### config.mk
export PLATFORM = sky130hd
export DESIGN_NAME = bfa_front
export DESIGN_NICKNAME = d
export VERILOG_FILES = /design/src/rtl/bfa_pkg.sv /design/src/rtl/bfa_front.sv
export SDC_FILE = /design/constraint.sdc
export NUM_CORES = 1
export LEC_CHECK = 0
export BUFFER_PORTS_ARGS = -buffer_cell sky130_fd_sc_hd__buf_2
export CORE_MARGIN = 3
export CORE_UTILIZATION = 30
export DETAILED_ROUTE_END_ITERATION = 6
export GPL_ROUTABILITY_DRIVEN = 1
export PLACE_DENSITY_LB_ADDON = 0.2
export SLEW_MARGIN = 15
export SYNTH_ARGS = -nofsm -noshare
export SYNTH_HDL_FRONTEND = slang
export SYNTH_SLANG_ARGS = --single-unit
### constraint.sdc
create_clock -name clk -period 5.8 [get_ports clk]
set_input_delay 0.58 -clock clk [delete_from_list [all_inputs] [get_ports clk]]
set_output_delay 0.58 -clock clk [all_outputs]
set_load 0.02 [all_outputs]
### src/rtl/bfa_pkg.sv
package bfa_pkg;

  // Device capacity and derived bitmap geometry
  localparam int MAX_BLOCKS = 4096;
  localparam int CFG_W      = 13;
  localparam int BLK_W      = 12;
  localparam int MODE_W     = 2;
  localparam int BIT_W      = 5;
  localparam int ROW_BITS   = 1 << BIT_W;
  localparam int ROWS       = (MAX_BLOCKS + ROW_BITS - 1) / ROW_BITS;
  localparam int ROW_W      = (ROWS > 1) ? $clog2(ROWS) : 1;

  // Request queue between front and back
  localparam int QDEPTH = 2;
  localparam int QPTR_W = $clog2(QDEPTH);

  // Register file
  localparam int APB_AW = 3;
  localparam logic [CFG_W-1:0] TOTAL_RST = 13'd4096;
  localparam logic [CFG_W-1:0] FIRST_RST = 13'd2;
  localparam logic REG_TOTAL = 1'b0;
  localparam logic REG_FIRST = 1'b1;

  // Request mode codes on the input channel
  localparam logic [MODE_W-1:0] MODE_SET   = 2'd0;
  localparam logic [MODE_W-1:0] MODE_CLEAR = 2'd1;
  localparam logic [MODE_W-1:0] MODE_TEST  = 2'd2;
  localparam logic [MODE_W-1:0] MODE_FIND  = 2'd3;

  typedef enum logic [2:0] {
    OP_SET,
    OP_CLEAR,
    OP_TEST,
    OP_FIND,
    OP_ERR
  } op_t;

  typedef enum logic [1:0] {
    ST_IDLE,
    ST_READ,
    ST_EVAL,
    ST_DONE
  } state_t;

  // Classified request: row/bit of the block (or of the search start for a find)
  // and the row/bit of the last block on the device
  typedef struct packed {
    op_t              op;
    logic [ROW_W-1:0] row;
    logic [BIT_W-1:0] bit_idx;
    logic [ROW_W-1:0] end_row;
    logic [BIT_W-1:0] end_bit;
  } cmd_t;

  // Index of the lowest set bit of a row word
  function automatic logic [BIT_W-1:0] lowest_set(input logic [ROW_BITS-1:0] v);
    logic [ROW_BITS-1:0] iso;
    logic [BIT_W-1:0]    idx;
    iso = v & (~v + ROW_BITS'(1));
    idx = '0;
    for (int i = 0; i < ROW_BITS; i++) begin
      if (iso[i]) begin
        idx = idx | BIT_W'(i);
      end
    end
    return idx;
  endfunction

endpackage

### src/rtl/bfa_front.sv
module bfa_front (
  input  logic                         clk,
  input  logic                         rst_n,
  input  logic                         in_valid,
  output logic                         in_ready,
  input  logic [bfa_pkg::MODE_W-1:0]   in_mode,
  input  logic [bfa_pkg::BLK_W-1:0]    in_block,
  input  logic [bfa_pkg::CFG_W-1:0]    cfg_total,
  input  logic [bfa_pkg::CFG_W-1:0]    cfg_first,
  output logic                         q_valid,
  output bfa_pkg::cmd_t                q_cmd,
  input  logic                         q_pop
);

  logic [bfa_pkg::CFG_W-1:0] n_blocks;
  logic [bfa_pkg::CFG_W-1:0] last_blk;
  bfa_pkg::cmd_t             cmd;

  bfa_pkg::cmd_t               q_mem_r [bfa_pkg::QDEPTH];
  logic [bfa_pkg::QPTR_W-1:0]  wr_ptr_r, wr_ptr_nxt;
  logic [bfa_pkg::QPTR_W-1:0]  rd_ptr_r, rd_ptr_nxt;
  logic [bfa_pkg::QPTR_W:0]    count_r, count_nxt;
  logic                        push;
  logic                        pop;

  // Saturate the block count at device capacity
  always_comb begin
    if (32'(cfg_total) > bfa_pkg::MAX_BLOCKS) begin
      n_blocks = bfa_pkg::CFG_W'(bfa_pkg::MAX_BLOCKS);
    end else begin
      n_blocks = cfg_total;
    end
    last_blk = n_blocks - bfa_pkg::CFG_W'(1);
  end

  // Classify the request and range-check it
  always_comb begin
    cmd.end_row = bfa_pkg::ROW_W'(last_blk >> bfa_pkg::BIT_W);
    cmd.end_bit = last_blk[bfa_pkg::BIT_W-1:0];
    if (in_mode == bfa_pkg::MODE_FIND) begin
      cmd.row     = bfa_pkg::ROW_W'(cfg_first >> bfa_pkg::BIT_W);
      cmd.bit_idx = cfg_first[bfa_pkg::BIT_W-1:0];
      cmd.op      = (cfg_first >= n_blocks) ? bfa_pkg::OP_ERR : bfa_pkg::OP_FIND;
    end else begin
      cmd.row     = bfa_pkg::ROW_W'(in_block >> bfa_pkg::BIT_W);
      cmd.bit_idx = in_block[bfa_pkg::BIT_W-1:0];
      if (bfa_pkg::CFG_W'(in_block) >= n_blocks) begin
        cmd.op = bfa_pkg::OP_ERR;
      end else begin
        unique case (in_mode)
          bfa_pkg::MODE_SET:   cmd.op = bfa_pkg::OP_SET;
          bfa_pkg::MODE_CLEAR: cmd.op = bfa_pkg::OP_CLEAR;
          default:             cmd.op = bfa_pkg::OP_TEST;
        endcase
      end
    end
  end

  // Queue control
  assign in_ready = (count_r != (bfa_pkg::QPTR_W + 1)'(bfa_pkg::QDEPTH));
  assign q_valid  = (count_r != '0);
  assign q_cmd    = q_mem_r[rd_ptr_r];
  assign push     = in_valid && in_ready;
  assign pop      = q_pop && q_valid;

  always_comb begin
    wr_ptr_nxt = push ? wr_ptr_r + bfa_pkg::QPTR_W'(1) : wr_ptr_r;
    rd_ptr_nxt = pop ? rd_ptr_r + bfa_pkg::QPTR_W'(1) : rd_ptr_r;
    count_nxt  = count_r;
    if (push && !pop) begin
      count_nxt = count_r + (bfa_pkg::QPTR_W + 1)'(1);
    end else if (pop && !push) begin
      count_nxt = count_r - (bfa_pkg::QPTR_W + 1)'(1);
    end
  end

  always_ff @(posedge clk) begin
    if (!rst_n) begin
      wr_ptr_r <= '0;
      rd_ptr_r <= '0;
      count_r  <= '0;
    end else begin
      wr_ptr_r <= wr_ptr_nxt;
      rd_ptr_r <= rd_ptr_nxt;
      count_r  <= count_nxt;
    end
  end

  // Store the classified request
  always_ff @(posedge clk) begin
    if (push) begin
      q_mem_r[wr_ptr_r] <= cmd;
    end
  end

endmodule

==> results.toml <==
[status]
status = "complete, no violations"

[floorplan]
core_area_mm2 = 0.01004
die_h_um = 109.0
rows = 36
start_util_pct = 31.66
ios = 73
die_w_um = 109.0
die_area_mm2 = 0.01187

[sta]
fin_crit_sh_pct = 47.23
timing.setup.tns_ns = 0
relSlewSlack_pct = 52.33
post-route-min-period_ns = 2.739
worst_slack_ns = 3.061
maxSlewViolCount = 0
max_slew.worst_pin.slew_ns = 0.7143
rsz0062_at_grt = "no"
hold_viol = 0
timing.fmax_mhz = 365.0
setup_viol = 0
skew_ns = 0.004226
fin_hold_ws_ns = 0.5084

[critical_path]
path_cells = "buf_2 > nor4_4 > nand3_1 > o21ai_2 > nand2_1 > ha_1 > a2111oi_0 > o21ai_0 > o21a_1"
crit_cells = 9
reg2regPathDepth = 4
worst_setup_path_start_kind = "input port"
end_kind = "register"
reg2reg_from = "count_r[0]"
critPathBufInv = 1
crit_slowest_cell = "nor4_4"
required_ns = 5.89
startpoint = "cfg_total[2]"
cp_max_fo = 6
path_class = "in2reg"
path_delay_family = "compound AO/OA/AOI/OAI gates"
critPathMaxStageDelay_ns = 0.39
arrival_ns = 2.83

[route]
drcViolationCount = 0
wire_per_inst_um = 16.55
drt-pass1-iter-count = 4
viasPerCell = 4.874
vias = 2252
drt-initial-drc-count = 76
routed_wl_um = 7644
ant_nets = 0

[synthesis]
yosys_warnings = 0
synth_nets = 314
ys_types = 43
syn-cell-area_mm2 = 0.003181
async_flop_share_pct = 0
ys_seq_area_share_pct = 54.13
synth-edff-count = 54
avgSynthCellArea_um2 = 13.09
netlist_instances = 243
synthFlopType = "edfxtp_1"
ys_ff_latch = 59

[finish]
final_common_cell = "buf_2"
syn_to_final_growth_pct = 24.04
antenna_cells = 0
fillers = 1011
nNetsFinal = 395
layout_common_cells = "buf_2, edfxtp_1, mux2_2"
fin_cells = 462
drive_gt1_share_pct = 40.73

[grt]
antenna_found_initial = 0
grt_overflow = 0
grt_pass1_vias = 2288
grtUsageTotal_pct = 13.67
grt_pass1_wl_um = 11860
grt_max_degree = 19

[placed_design]
hpwl_um = 5913
placedCellCount = 446
io_buffer_count = 72
gp_congestion = 0.7891
place_ws_ns = 2.725

[min_path]
min_from = "rst_n"
hold_path_depth = 2
hold_path_class = "in2reg"

[cts]
cts_setup_buffers = 0
cts_root_buf = "clkbuf_8"
cts_tree = "done"
cts_sinks = 59
cts_inserted_buffers = 9
cts_hold_buf = 0
cts_resized = 0
cts_buffer_depth = 2
clk_latency_ns = 0.34
htreeDepth = 3
path_clk_slew_ns = 0.06

[pwr]
p_leak_nw = 1.563
power_mw = 1.436
vdd_ir_drop_max_mv = 0.1927
power_density_mw_per_mm2 = 364.1

[job]
max_cap_violations = 0
synth_stat cells, types with 2 or more instances:
master	instances	share of area, %
a211oi_1	2	0.47
a21o_1	2	0.47
a21oi_1	5	0.79
a22oi_1	4	0.94
and2_1	4	0.79
and3_1	2	0.39
buf_1	2	0.24
clkbuf_1	3	0.35
dfxtp_1	5	3.1
edfxtp_1	54	51
ha_1	27	11
inv_1	9	1.1
mux2_2	38	13
nand2_1	25	3.0
nand2b_1	3	0.59
nand3_1	3	0.47
nor2_1	7	0.83
nor3_1	3	0.47
o2111ai_1	2	0.55
o21a_1	3	0.71
o21ai_0	11	1.7
xnor2_1	7	1.9
xor2_1	2	0.55
registers in the layout (all words and copies together), names as in the netlist, named ones only:
name,flops
count_r,2
q_mem_r,54
rd_ptr_r,1
wr_ptr_r,1
cells by family (layout without fill, tap and decap cells):
group                    Yosys count  after routing  synth area share, %
AO/OA/AOI/OAI                     38             38                8.104
XOR/XNOR                           9              9                2.479
adder cells (fa/ha/maj)           27             27                10.62
buffers and inverters             14            100                1.652
flip-flops                        59             59                54.13
multiplexers                      39             39                13.77
AND/OR/NAND/NOR                   57             57                9.245
power by group:
part | internal [mW] | leakage, nW | total (mW) | switching, mW
combinational | 0.181 | 0.906 | 0.429 | 0.248
sequential | 0.539 | 0.540 | 0.568 | 0.0284
clock | 0.282 | 0.118 | 0.440 | 0.157
total | 1.00 | 1.56 | 1.44 | 0.434
through the flow:
stage | utilization [%] | instance area [um^2]
floorplan | - | 3181
global placement | 36.97 | 3714
detailed placement | 36.97 | 3714
CTS | 39.28 | 3945
global route | 39.28 | 3945
finish | 39.28 | 3945
final cells by class:
| class | instances | area, um^2 | area share (%) |
|---|---|---|---|
| tap | 133 | 166.4 | 4.218 |
| multi-input combinational | 170 | 1409 | 35.71 |
| clock inverter | 6 | 103.9 | 2.632 |
| timing repair buffer | 75 | 382.9 | 9.705 |
| sequential | 59 | 1722 | 43.64 |
| inverter | 9 | 33.78 | 0.8563 |
| clock buffer | 10 | 127.6 | 3.235 |
routing by layer:
| metal | share of wire, % | vias to the layer above | wire length [um] | global-route usage (%) |
|---|---|---|---|---|
| met4 | 0.78 | 0 | 60 | 3.517 |
| met1 | 48 | 1085 | 3645 | 18.63 |
| met5 | 0 | - | 0 | 0 |
| met2 | 45 | 71 | 3436 | 20.61 |
| li1 | - | 1090 | - | - |
| met3 | 6.6 | 6 | 502 | 4.914 |
worst paths after layout:
path	slack, ns	endpoint
max	3.06	q_mem_r[0][26]
min	0.51	wr_ptr_r
max reg2reg	3.88	q_mem_r[0][25]
min reg2reg	0.52	count_r[1]
Power figures use the tool's default switching activity.
